## src/hdl/cscan_pkg.sv

```systemverilog
// cscan_pkg: shared types and constants of the C-SCAN request scheduler.
// Used by every module under hdl/; depends on nothing.
package cscan_pkg;

    // Seek accumulator width and its saturation ceiling
    localparam int               SEEK_W   = 18;
    localparam logic [SEEK_W-1:0] SEEK_MAX = {SEEK_W{1'b1}};

    // Configuration register indexes
    localparam int         CFG_IDX_W       = 1;
    localparam logic [0:0] CFG_DISK_TRACKS = 1'b0;
    localparam logic [0:0] CFG_START_HEAD  = 1'b1;

    // Front-end sequencer phases
    typedef enum logic [1:0] {
        PH_LOAD,
        PH_ROTATE,
        PH_EMIT
    } t_phase;

    // Queue status seen by both sides
    typedef struct packed {
        logic full;
        logic empty;
    } t_q_status;

endpackage

```

## src/hdl/cscan_front.sv

```systemverilog
// cscan_front: loads requests into an insertion-sorted store, splits them around the
// start head and pushes visits in C-SCAN order with their seek distance.
// Depends on cscan_pkg.
module cscan_front #(
    parameter int MAX_REQUESTS = 32,
    parameter int TRACK_BITS   = 16
) (
    input  logic                        i_clk,
    input  logic                        i_rst_n,
    input  logic                        i_start,
    input  logic [TRACK_BITS-1:0]       i_request_track,
    input  logic                        i_last_request,
    input  logic [TRACK_BITS:0]         i_disk_tracks,
    input  logic [TRACK_BITS-1:0]       i_start_head,
    input  cscan_pkg::t_q_status        i_q_status,
    output logic                        o_busy,
    output logic                        o_push,
    output logic [2*TRACK_BITS:0]       o_item
);
    import cscan_pkg::*;

    localparam int CNT_W = $clog2(MAX_REQUESTS + 1);

    typedef enum logic [1:0] {
        OP_HOLD,
        OP_INSERT,
        OP_ROTATE,
        OP_SHIFT
    } t_store_op;

    logic [TRACK_BITS-1:0] r_store [MAX_REQUESTS];
    logic [TRACK_BITS-1:0] n_store [MAX_REQUESTS];
    logic [TRACK_BITS-1:0] ins_val [MAX_REQUESTS];
    logic [TRACK_BITS-1:0] shf_val [MAX_REQUESTS];
    logic [TRACK_BITS-1:0] rot_val [MAX_REQUESTS];
    logic [MAX_REQUESTS-1:0] gt;

    t_phase                r_phase, n_phase;
    t_store_op             store_op;
    logic [CNT_W-1:0]      r_cnt, n_cnt;
    logic [CNT_W-1:0]      r_lower, n_lower;
    logic [CNT_W-1:0]      r_remain, n_remain;
    logic [TRACK_BITS-1:0] r_head, n_head;
    logic [TRACK_BITS-1:0] r_outer, n_outer;
    logic [TRACK_BITS-1:0] r_prev, n_prev;
    logic                  r_outer_done, n_outer_done;
    logic                  r_jump_done, n_jump_done;

    logic                  store_ok;
    logic                  upper_left;
    logic [TRACK_BITS:0]   outer_full;
    logic [TRACK_BITS-1:0] outer_sat;
    logic [TRACK_BITS-1:0] e0;
    logic [TRACK_BITS-1:0] push_track;
    logic [TRACK_BITS-1:0] push_dist;
    logic [TRACK_BITS-1:0] step_dist;
    logic                  push_last;
    logic                  push_jump;
    logic                  push;

    assign e0         = r_store[0];
    assign store_ok   = (r_cnt < CNT_W'(MAX_REQUESTS));
    assign upper_left = (r_cnt != r_lower);
    assign outer_full = (i_disk_tracks == '0) ? '0 : i_disk_tracks - 1'b1;
    assign outer_sat  = outer_full[TRACK_BITS] ? '1 : outer_full[TRACK_BITS-1:0];
    assign step_dist  = (push_track > r_prev) ? push_track - r_prev : r_prev - push_track;
    assign push_dist  = push_jump ? r_outer : step_dist;

    // Candidate next values of each store slot
    genvar g;
    generate
        for (g = 0; g < MAX_REQUESTS; g++) begin : g_slot
            assign gt[g] = (CNT_W'(g) < r_cnt) && (r_store[g] > i_request_track);
            if (g > 0) begin : g_mid
                assign ins_val[g] = gt[g-1] ? r_store[g-1] :
                                    ((gt[g] || CNT_W'(g) == r_cnt) ? i_request_track
                                                                   : r_store[g]);
            end else begin : g_first
                assign ins_val[g] = (gt[g] || r_cnt == '0) ? i_request_track : r_store[g];
            end
            if (g < MAX_REQUESTS - 1) begin : g_shift
                assign shf_val[g] = r_store[g+1];
            end else begin : g_tail
                assign shf_val[g] = r_store[g];
            end
            assign rot_val[g] = (CNT_W'(g) + CNT_W'(1) == r_cnt) ? r_store[0] : shf_val[g];
        end
    endgenerate

    always_comb begin
        for (int i = 0; i < MAX_REQUESTS; i++) begin
            case (store_op)
                OP_INSERT: n_store[i] = ins_val[i];
                OP_ROTATE: n_store[i] = rot_val[i];
                OP_SHIFT:  n_store[i] = shf_val[i];
                default:   n_store[i] = r_store[i];
            endcase
        end
    end

    always_ff @(posedge i_clk) begin
        for (int i = 0; i < MAX_REQUESTS; i++) begin
            r_store[i] <= n_store[i];
        end
    end

    always_ff @(posedge i_clk) begin
        if (!i_rst_n) begin
            r_phase      <= PH_LOAD;
            r_cnt        <= '0;
            r_lower      <= '0;
            r_remain     <= '0;
            r_outer_done <= 1'b0;
            r_jump_done  <= 1'b0;
        end else begin
            r_phase      <= n_phase;
            r_cnt        <= n_cnt;
            r_lower      <= n_lower;
            r_remain     <= n_remain;
            r_outer_done <= n_outer_done;
            r_jump_done  <= n_jump_done;
        end
    end

    always_ff @(posedge i_clk) begin
        r_head  <= n_head;
        r_outer <= n_outer;
        r_prev  <= n_prev;
    end

    always_comb begin
        n_phase      = r_phase;
        n_cnt        = r_cnt;
        n_lower      = r_lower;
        n_remain     = r_remain;
        n_head       = r_head;
        n_outer      = r_outer;
        n_prev       = r_prev;
        n_outer_done = r_outer_done;
        n_jump_done  = r_jump_done;
        store_op     = OP_HOLD;
        push         = 1'b0;
        push_track   = e0;
        push_last    = 1'b0;
        push_jump    = 1'b0;
        case (r_phase)
            PH_LOAD: begin
                if (i_start) begin
                    if (store_ok) begin
                        store_op = OP_INSERT;
                        n_cnt    = r_cnt + 1'b1;
                    end
                    if (i_last_request) begin
                        n_phase  = PH_ROTATE;
                        n_head   = i_start_head;
                        n_outer  = outer_sat;
                        n_prev   = i_start_head;
                        n_lower  = '0;
                        n_remain = store_ok ? r_cnt + 1'b1 : r_cnt;
                    end
                end
            end
            PH_ROTATE: begin
                // move tracks below the head to the tail, drop tracks at the head
                if (r_remain == '0 || e0 > r_head) begin
                    n_phase      = PH_EMIT;
                    n_outer_done = 1'b0;
                    n_jump_done  = 1'b0;
                end else if (e0 < r_head) begin
                    store_op = OP_ROTATE;
                    n_lower  = r_lower + 1'b1;
                    n_remain = r_remain - 1'b1;
                end else begin
                    store_op = OP_SHIFT;
                    n_cnt    = r_cnt - 1'b1;
                    n_remain = r_remain - 1'b1;
                end
            end
            PH_EMIT: begin
                if (!i_q_status.full) begin
                    push = 1'b1;
                    if (!r_outer_done && (!upper_left || r_outer <= e0)) begin
                        push_track   = r_outer;
                        n_outer_done = 1'b1;
                    end else if (upper_left) begin
                        store_op = OP_SHIFT;
                        n_cnt    = r_cnt - 1'b1;
                    end else if (!r_jump_done) begin
                        push_track  = '0;
                        push_jump   = 1'b1;
                        n_jump_done = 1'b1;
                        push_last   = (r_cnt == '0);
                    end else begin
                        // lower sweep: keep the lower count in step with the fill
                        store_op  = OP_SHIFT;
                        n_cnt     = r_cnt - 1'b1;
                        n_lower   = r_lower - 1'b1;
                        push_last = (r_cnt == CNT_W'(1));
                    end
                    n_prev = push_track;
                    if (push_last) begin
                        n_phase = PH_LOAD;
                    end
                end
            end
            default: begin
                n_phase = PH_LOAD;
            end
        endcase
    end

    assign o_busy = (r_phase != PH_LOAD);
    assign o_push = push;
    assign o_item = {push_last, push_dist, push_track};

    a_rotate_count: assert property (@(posedge i_clk) disable iff (!i_rst_n)
        (r_phase == PH_ROTATE || r_phase == PH_EMIT) |-> (r_lower <= r_cnt))
        else $error("lower count exceeds store fill");

    a_last_empties: assert property (@(posedge i_clk) disable iff (!i_rst_n)
        (push && push_last) |=> (r_phase == PH_LOAD && r_cnt == '0))
        else $error("store not empty after final visit");

endmodule

```

## src/hdl/cscan_queue.sv

```systemverilog
// cscan_queue: four-entry queue of visit transactions between front and back.
// Depends on cscan_pkg.
module cscan_queue #(
    parameter int WIDTH = 33
) (
    input  logic                 i_clk,
    input  logic                 i_rst_n,
    input  logic                 i_push,
    input  logic [WIDTH-1:0]     i_data,
    input  logic                 i_pop,
    output logic [WIDTH-1:0]     o_data,
    output cscan_pkg::t_q_status o_status
);
    import cscan_pkg::*;

    localparam int DEPTH = 4;
    localparam int PTR_W = $clog2(DEPTH);

    logic [WIDTH-1:0] r_mem [DEPTH];
    logic [PTR_W-1:0] r_wr, r_rd;
    logic [PTR_W:0]   r_count;
    logic             do_push, do_pop;

    assign o_status.full  = (r_count == (PTR_W+1)'(DEPTH));
    assign o_status.empty = (r_count == '0);
    assign do_push        = i_push && !o_status.full;
    assign do_pop         = i_pop && !o_status.empty;
    assign o_data         = r_mem[r_rd];

    always_ff @(posedge i_clk) begin
        if (do_push) begin
            r_mem[r_wr] <= i_data;
        end
    end

    always_ff @(posedge i_clk) begin
        if (!i_rst_n) begin
            r_wr    <= '0;
            r_rd    <= '0;
            r_count <= '0;
        end else begin
            if (do_push) begin
                r_wr <= r_wr + 1'b1;
            end
            if (do_pop) begin
                r_rd <= r_rd + 1'b1;
            end
            case ({do_push, do_pop})
                2'b10:   r_count <= r_count + 1'b1;
                2'b01:   r_count <= r_count - 1'b1;
                default: r_count <= r_count;
            endcase
        end
    end

    a_no_overflow: assert property (@(posedge i_clk) disable iff (!i_rst_n)
        i_push |-> !o_status.full)
        else $error("push into full queue");

    a_count_bound: assert property (@(posedge i_clk) disable iff (!i_rst_n)
        r_count <= (PTR_W+1)'(DEPTH))
        else $error("queue count out of range");

endmodule

```

## src/hdl/cscan_back.sv

```systemverilog
// cscan_back: drains visit transactions, accumulates the saturating seek total
// and registers each result for one cycle. Depends on cscan_pkg.
module cscan_back #(
    parameter int TRACK_BITS = 16
) (
    input  logic                          i_clk,
    input  logic                          i_rst_n,
    input  logic [2*TRACK_BITS:0]         i_item,
    input  cscan_pkg::t_q_status          i_status,
    output logic                          o_pop,
    output logic                          o_valid,
    output logic [TRACK_BITS-1:0]         o_served_track,
    output logic [cscan_pkg::SEEK_W-1:0]  o_seek_total,
    output logic                          o_final_visit
);
    import cscan_pkg::*;

    localparam int SUM_W = ((TRACK_BITS > SEEK_W) ? TRACK_BITS : SEEK_W) + 1;

    logic [TRACK_BITS-1:0] item_track;
    logic [TRACK_BITS-1:0] item_dist;
    logic                  item_last;
    logic [SUM_W-1:0]      sum_ext;
    logic [SEEK_W-1:0]     sum_sat;

    logic                  r_valid;
    logic [TRACK_BITS-1:0] r_track;
    logic [SEEK_W-1:0]     r_seek;
    logic                  r_final;
    logic [SEEK_W-1:0]     r_sum;

    assign item_track = i_item[TRACK_BITS-1:0];
    assign item_dist  = i_item[2*TRACK_BITS-1:TRACK_BITS];
    assign item_last  = i_item[2*TRACK_BITS];
    assign sum_ext    = SUM_W'(r_sum) + SUM_W'(item_dist);
    assign sum_sat    = (sum_ext > SUM_W'(SEEK_MAX)) ? SEEK_MAX : sum_ext[SEEK_W-1:0];
    assign o_pop      = !i_status.empty;

    always_ff @(posedge i_clk) begin
        if (!i_rst_n) begin
            r_valid <= 1'b0;
            r_sum   <= '0;
        end else begin
            r_valid <= o_pop;
            if (o_pop) begin
                r_sum <= item_last ? '0 : sum_sat;
            end
        end
    end

    always_ff @(posedge i_clk) begin
        if (o_pop) begin
            r_track <= item_track;
            r_seek  <= sum_sat;
            r_final <= item_last;
        end
    end

    assign o_valid        = r_valid;
    assign o_served_track = r_track;
    assign o_seek_total   = r_seek;
    assign o_final_visit  = r_final;

    a_pop_shows: assert property (@(posedge i_clk) disable iff (!i_rst_n)
        o_pop |=> o_valid)
        else $error("popped visit not presented");

    a_seek_grows: assert property (@(posedge i_clk) disable iff (!i_rst_n)
        (r_valid && !r_final && o_pop) |=> (r_seek >= $past(r_seek)))
        else $error("seek total decreased within a schedule");

endmodule

```

## src/hdl/cscan_disk_request_scheduler.sv

```systemverilog
// cscan_disk_request_scheduler: top level of the C-SCAN track request scheduler.
// Holds the configuration registers; depends on cscan_pkg, cscan_front,
// cscan_queue and cscan_back.
//
// Loading: one request transaction per cycle while busy is low; no result.
// Closing: after the flagged request, the front rotates the sorted store past every
// request at or below the start head, then emits one visit per cycle while the queue
// is not full. Results follow one per cycle, n+2 of them for n stored requests
// above or below the head.
// Reset (synchronous, i_rst_n low): empty batch, disk_tracks 1024, start_head 0.
// Results carry no back-pressure: each is valid for exactly one cycle.
module cscan_disk_request_scheduler #(
    parameter int MAX_REQUESTS = 32,
    parameter int TRACK_BITS   = 16
) (
    input  logic                                i_clk,
    input  logic                                i_rst_n,
    // request transactions
    input  logic                                start,
    output logic                                busy,
    input  logic [TRACK_BITS-1:0]               i_request_track,
    input  logic                                i_last_request,
    // configuration writes
    input  logic                                i_cfg_we,
    input  logic [cscan_pkg::CFG_IDX_W-1:0]     i_cfg_idx,
    input  logic [TRACK_BITS:0]                 i_cfg_data,
    // result transactions
    output logic                                o_valid,
    output logic [TRACK_BITS-1:0]               o_served_track,
    output logic [cscan_pkg::SEEK_W-1:0]        o_seek_total,
    output logic                                o_final_visit
);
    import cscan_pkg::*;

    localparam int ITEM_W = 2 * TRACK_BITS + 1;
    localparam logic [TRACK_BITS:0] DISK_TRACKS_RST = (TRACK_BITS+1)'(1024);

    logic [TRACK_BITS:0]   r_disk_tracks;
    logic [TRACK_BITS-1:0] r_start_head;

    logic                  q_push;
    logic                  q_pop;
    logic [ITEM_W-1:0]     q_in;
    logic [ITEM_W-1:0]     q_out;
    t_q_status             q_status;

    // Configuration registers: write-only, taken in the same cycle
    always_ff @(posedge i_clk) begin
        if (!i_rst_n) begin
            r_disk_tracks <= DISK_TRACKS_RST;
            r_start_head  <= '0;
        end else if (i_cfg_we) begin
            case (i_cfg_idx)
                CFG_DISK_TRACKS: r_disk_tracks <= i_cfg_data;
                CFG_START_HEAD:  r_start_head  <= i_cfg_data[TRACK_BITS-1:0];
                default:         r_disk_tracks <= r_disk_tracks;
            endcase
        end
    end

    // Front: sort on load, split around the head, push visits in service order
    cscan_front #(
        .MAX_REQUESTS (MAX_REQUESTS),
        .TRACK_BITS   (TRACK_BITS)
    ) u_front (
        .i_clk           (i_clk),
        .i_rst_n         (i_rst_n),
        .i_start         (start),
        .i_request_track (i_request_track),
        .i_last_request  (i_last_request),
        .i_disk_tracks   (r_disk_tracks),
        .i_start_head    (r_start_head),
        .i_q_status      (q_status),
        .o_busy          (busy),
        .o_push          (q_push),
        .o_item          (q_in)
    );

    // Short queue decouples visit generation from seek accumulation
    cscan_queue #(
        .WIDTH (ITEM_W)
    ) u_queue (
        .i_clk    (i_clk),
        .i_rst_n  (i_rst_n),
        .i_push   (q_push),
        .i_data   (q_in),
        .i_pop    (q_pop),
        .o_data   (q_out),
        .o_status (q_status)
    );

    // Back: accumulate saturating seek total and present each result
    cscan_back #(
        .TRACK_BITS (TRACK_BITS)
    ) u_back (
        .i_clk          (i_clk),
        .i_rst_n        (i_rst_n),
        .i_item         (q_out),
        .i_status       (q_status),
        .o_pop          (q_pop),
        .o_valid        (o_valid),
        .o_served_track (o_served_track),
        .o_seek_total   (o_seek_total),
        .o_final_visit  (o_final_visit)
    );

    a_busy_on_close: assert property (@(posedge i_clk) disable iff (!i_rst_n)
        (start && !busy && i_last_request) |=> busy)
        else $error("closing transaction did not start scheduling");

endmodule

```

## config.mk

```make
export PLATFORM = sky130hd
export DESIGN_NAME = cscan_disk_request_scheduler
export DESIGN_NICKNAME = d
export VERILOG_FILES = /design/src/hdl/cscan_pkg.sv /design/src/hdl/cscan_front.sv /design/src/hdl/cscan_queue.sv /design/src/hdl/cscan_back.sv /design/src/hdl/cscan_disk_request_scheduler.sv
export SDC_FILE = /design/constraint.sdc
export NUM_CORES = 2
export LEC_CHECK = 0
export BUFFER_PORTS_ARGS = -buffer_cell sky130_fd_sc_hd__buf_2
export CORE_MARGIN = 2
export CORE_UTILIZATION = 40
export DETAILED_ROUTE_END_ITERATION = 8
export SLEW_MARGIN = 0
export SYNTH_ARGS = -nofsm -noshare
export SYNTH_HDL_FRONTEND = slang
export SYNTH_HIERARCHICAL = 1
export SYNTH_SLANG_ARGS = --single-unit
```

## constraint.sdc

```tcl
create_clock -name i_clk -period 16.85 [get_ports i_clk]
set_input_delay 4.2125 -clock i_clk [delete_from_list [all_inputs] [get_ports i_clk]]
set_output_delay 4.2125 -clock i_clk [all_outputs]
set_load 0.03 [all_outputs]
```

==> reports/qor.log <==
INFO  run_status     status=complete, no violations
INFO  clocking       cts_tree=built
INFO  power          power-per-cell-area=185.2nW/µm²
INFO  clocking       cts_htree_levels=3
INFO  floorplan      core-area=150100µm²
INFO  clocking       cts_buffers=95
INFO  timing         finalSetupTns=0ps
INFO  floorplan      die_x=393.0µm
INFO  global_route   maximum_number_of_pins_on_one_net_before_global_route_repair=130
INFO  route          route.antenna.remaining_nets=0
INFO  timing         worst_slew_pin_slew=1258ps
INFO  cells_and_area layout.cells.most_common=sky130_fd_sc_hd__mux2i_1
INFO  cells_and_area most-common-layout-cells=1450 x sky130_fd_sc_hd__mux2i_1, 727 x sky130_fd_sc_hd__edfxtp_1, 612 x sky130_fd_sc_hd__ha_1
INFO  route          avgRoutedWirePerCell=27.61µm
INFO  global_route   grt_antenna_before_repair=6
INFO  placed_design  port_buffers=75
INFO  setup_path     rr_endpoint=u_queue/r_mem[3][30]
INFO  clocking       post_cts_setup_bufs=0
INFO  setup_path     reg2regPathDepth=22
INFO  route          initialDrtViolationCount=4384
INFO  route          first_pass_drt_iterations=8
INFO  timing         max-slew-margin-rel=16.12%
INFO  cells_and_area fin_cells=7337
INFO  placed_design  post-place-ws=7694ps
INFO  global_route   grt_pass1_wl=300000µm
INFO  min_path       holdPathStages=0
INFO  min_path       worst_min_path_start=r_start_head[6]
INFO  clocking       cts.sinks=810
INFO  floorplan      die-area=154500µm²
INFO  global_route   globalRouteOverflowTotal=0
INFO  timing         slack_of_the_critical_path=8306ps
INFO  synth          netlist_area=60530µm²
INFO  min_path       worst_hold_path.endpoint=u_front/r_head[6]
INFO  global_route   via_count_of_the_first_global_routing_pass=44.24k
INFO  setup_path     worst_setup_path_startpoint=i_request_track[9]
INFO  route          wl=202600µm
INFO  route          routed-via-count=45.01k
INFO  clocking       post_cts_hold_buffer_count=0
INFO  setup_path     worst-endpoint-arrival=8790ps
INFO  timing         rsz0062_at_grt=false
INFO  clocking       worst_setup_hold_path_clk_slew=60ps
INFO  synth          netlist.top_cell.by_area=sky130_fd_sc_hd__edfxtp_1
INFO  power          p_int=6695µW
INFO  setup_path     rrSetupSlack=9550ps
INFO  setup_path     critical_register_to_register_path_startpoint=u_front/r_store[0][11]
INFO  synth          sequential_area_share_after_synthesis=38.81%
INFO  floorplan      die_h=393.0µm
INFO  synth          synth_top_area_share=36.06%
INFO  timing         fin_hold_ws=467.8ps
INFO  cells_and_area fillers=13.94k
INFO  min_path       min-delay-path-class=reg2reg
INFO  cells_and_area final_core_utilization=43.70%
INFO  floorplan      io-pin-count=76
INFO  clocking       clock_tree.root_cell=sky130_fd_sc_hd__clkbuf_16
INFO  power          vdd_ir_drop_max=0.0001242V
INFO  setup_path     crit_path_largest_cell_delay=1000ps
INFO  placed_design  finalWeightedCongestion=0.9032
INFO  setup_path     cp_max_fo=32
INFO  setup_path     crit_chain=buf_2 > buf_4 > inv_2 > buf_4 > ha_1 > a21o_1 > a21o_1 > a21oi_1 > o21ai_0 > a21o_1 > a21oi_1 > a221o_1 > a41oi_2
INFO  power          power.sequential.fraction=33.0%
INFO  setup_path     timing.critical_path.to_type=register
INFO  synth          synthTopCellsByArea=sky130_fd_sc_hd__edfxtp_1 36%, sky130_fd_sc_hd__mux2i_1 24%, sky130_fd_sc_hd__ha_1 13%, sky130_fd_sc_hd__dfxtp_1 2.7%, sky130_fd_sc_hd__a21oi_1 2.0%
INFO  synth          postSynth.topFlopCell=sky130_fd_sc_hd__edfxtp_1
INFO  setup_path     cp_common_cell=sky130_fd_sc_hd__a21o_1
INFO  power          net_switching_fraction_of_the_power=44.89%
INFO  route          avgViaCountPerCell=6.135
INFO  setup_path     worst_ep_required_time=17100ps
INFO  timing         share_of_the_clock_period_used_by_the_worst_path_after_layout=50.70%
INFO  cells_and_area nNetsFinal=5895
INFO  timing         max_freq=117.0MHz
INFO  power          power_switching=5454µW
INFO  cells_and_area final_layout_size_suffix_gt1_share=9.571%
INFO  setup_path     worst_setup_path_category=in2reg
INFO  timing         clock_skew=35.47ps
INFO  synth          synth_cell_type_count=104
INFO  synth          post_synthesis_register_bit_count=810
INFO  synth          synthesis.area_per_instance=11.39µm²
INFO  clocking       max-clock-path-buffers=3
INFO  global_route   grt.total_usage=25.78%
INFO  placed_design  place_inst=7159
INFO  power          p_clk_share=17.7%
INFO  placed_design  dp_hpwl=136500µm
INFO  timing         setup_violations=0
INFO  synth          synthesis.yosys.warnings=6
INFO  timing         post-route-min-period=8544ps
INFO  clocking       ctsResizeCount=0
INFO  run            drv.max_cap_violation_count=0
INFO  timing         report.final.hold_viol_count=0
INFO  cells_and_area layout_stage_area_growth_over_the_synthesis_result=8.379%
INFO  synth          synth_edf_count=727
INFO  setup_path     worst_setup_path_start_kind=input pin
INFO  synth          postSynth.asyncResetShare=0%
INFO  synth          syn_inst_count=5313
INFO  route          drc=0
INFO  setup_path     crit_path_top_delay_cell=sky130_fd_sc_hd__a221o_1
INFO  synth          synth_fp_nets=5968
INFO  power          cellLeakagePower=0.03079µW
INFO  floorplan      rows=142
INFO  clocking       clk_latency=730ps
INFO  floorplan      initial_utilization=40.32%
INFO  timing         slew_viol_final=0
INFO  power          comb_power_share=49.3%
-- registers in the layout (all words and copies together), names as in the netlist, named ones only --
signal                 cells
u_front/r_outer           16
u_queue/r_wr               2
u_front/r_remain           6
u_front/r_prev            16
r_start_head              16
u_queue/r_mem            132
u_back/o_final_visit       1
u_back/o_valid             1
u_back/r_sum              18
u_queue/r_count            3
u_front/r_lower            6
u_back/o_seek_total       18
u_front/r_phase            2
u_front/r_jump_done        1
u_queue/r_rd               2
u_front/r_head            16
u_front/r_outer_done       1
u_front/r_store          512
r_disk_tracks             17
u_front/r_cnt              6
u_back/o_served_track     16
-- cells in the mapped netlist, types with 10 or more instances --
library cell                  n
sky130_fd_sc_hd__nand2b_1    13
sky130_fd_sc_hd__a211oi_1    16
sky130_fd_sc_hd__a21o_1     139
sky130_fd_sc_hd__xnor2_1     23
sky130_fd_sc_hd__nor3_2      10
sky130_fd_sc_hd__mux2i_1   1450
sky130_fd_sc_hd__buf_4       17
sky130_fd_sc_hd__o21a_1      87
sky130_fd_sc_hd__o31ai_1     11
sky130_fd_sc_hd__dfxtp_1     83
sky130_fd_sc_hd__a21boi_0    15
sky130_fd_sc_hd__o21ai_0    152
sky130_fd_sc_hd__o211ai_1    29
sky130_fd_sc_hd__a22oi_1     15
sky130_fd_sc_hd__and2_1      26
sky130_fd_sc_hd__a21oi_1    241
sky130_fd_sc_hd__inv_1      174
sky130_fd_sc_hd__a221oi_2    10
sky130_fd_sc_hd__nand4_1    121
sky130_fd_sc_hd__a31oi_1     48
sky130_fd_sc_hd__nor3_1      57
sky130_fd_sc_hd__and3_1      13
sky130_fd_sc_hd__nor2b_1     61
sky130_fd_sc_hd__nor4_1      21
sky130_fd_sc_hd__mux4_2      33
sky130_fd_sc_hd__a221o_1     13
sky130_fd_sc_hd__clkbuf_1   174
sky130_fd_sc_hd__ha_1       612
sky130_fd_sc_hd__nor3_4      11
sky130_fd_sc_hd__or3_1       20
sky130_fd_sc_hd__nand3_1     56
sky130_fd_sc_hd__buf_1       26
sky130_fd_sc_hd__nor2_1     166
sky130_fd_sc_hd__buf_2       69
sky130_fd_sc_hd__a22o_1      17
sky130_fd_sc_hd__or2_2       11
sky130_fd_sc_hd__buf_6       77
sky130_fd_sc_hd__xor2_1      24
sky130_fd_sc_hd__edfxtp_1   727
sky130_fd_sc_hd__nand2_1    270
-- critical path: cells and delay by family --
kind | cells | cell delay (ps)
AO/OA/AOI/OAI | 8 | 2730
adder cells (fa/ha/maj) | 1 | 380
buffers and inverters | 4 | 1420
-- final cells by class --
| class | count | area [µm²] | area share (%) |
|---|---|---|---|
| Sequential cell | 810 | 23500 | 35.81 |
| Multi-Input combinational cell | 3959 | 34430 | 52.48 |
| Inverter | 176 | 660.6 | 1.007 |
| Clock buffer | 105 | 2415 | 3.681 |
| Tap cell | 2016 | 2522 | 3.845 |
| Clock inverter | 70 | 763.2 | 1.163 |
| Antenna cell | 3 | 7.507 | 0.01144 |
| Timing Repair Buffer | 198 | 1314 | 2.002 |
-- metrics by stage --
stage / power (µW) / instance area (µm²)
6_report: 12150 / 65610
3_3_place_gp: 9776 / 62420
4_1_cts: 12060 / 65600
3_5_place_dp: 9890 / 62420
5_1_grt: 12770 / 65600
2_1_floorplan: 7910 / 60530
-- worst max-delay path by stage --
stage,depth (start not counted),slack [ps],endpoint
2_1_floorplan,13,8700,u_front/r_store[0][240]
3_5_place_dp,13,7690,u_front/r_store[0][100]
3_3_place_gp,13,7730,u_front/r_store[0][97]
5_1_grt,13,8230,u_front/r_store[0][96]
6_report,13,8310,u_front/r_store[0][102]
4_1_cts,13,8480,u_front/r_store[0][100]
-- logic make-up (layout without fill, tap and decap cells) --
group,after synthesis,after routing,share of synthesized area (%)
AOI/OAI and AO/OA,908,908,10.01
xor gates and xnor gates,47,47,0.6800
adders and majority gates,617,617,12.80
buffers and inverters,544,549,4.686
DFF,810,810,38.81
muxes,1486,1486,25.26
other,0,3,0
and+or+nand+nor,901,901,7.757
-- per-layer routing --
metal	vias up	routed length (µm)	GRT usage (%)	share of wire (%)
met1	22660	91000	36.43	45
li1	20180	-	-	-
met3	333	14210	3.805	7.0
met2	1837	91470	40.78	45
met4	6	5866	7.447	2.9
met5	-	41	0	0.020
-- power by group through the flow --
stage | clock network [µW] | registers, µW | logic, µW
floorplan | 0 | 3680 | 4230
global placement | 0 | 4010 | 5770
detailed placement | 0 | 4000 | 5890
CTS | 2190 | 3970 | 5910
global route | 2260 | 4030 | 6480
finish | 2150 | 4000 | 5990
Note: power is estimated with default switching activity, not from simulation.
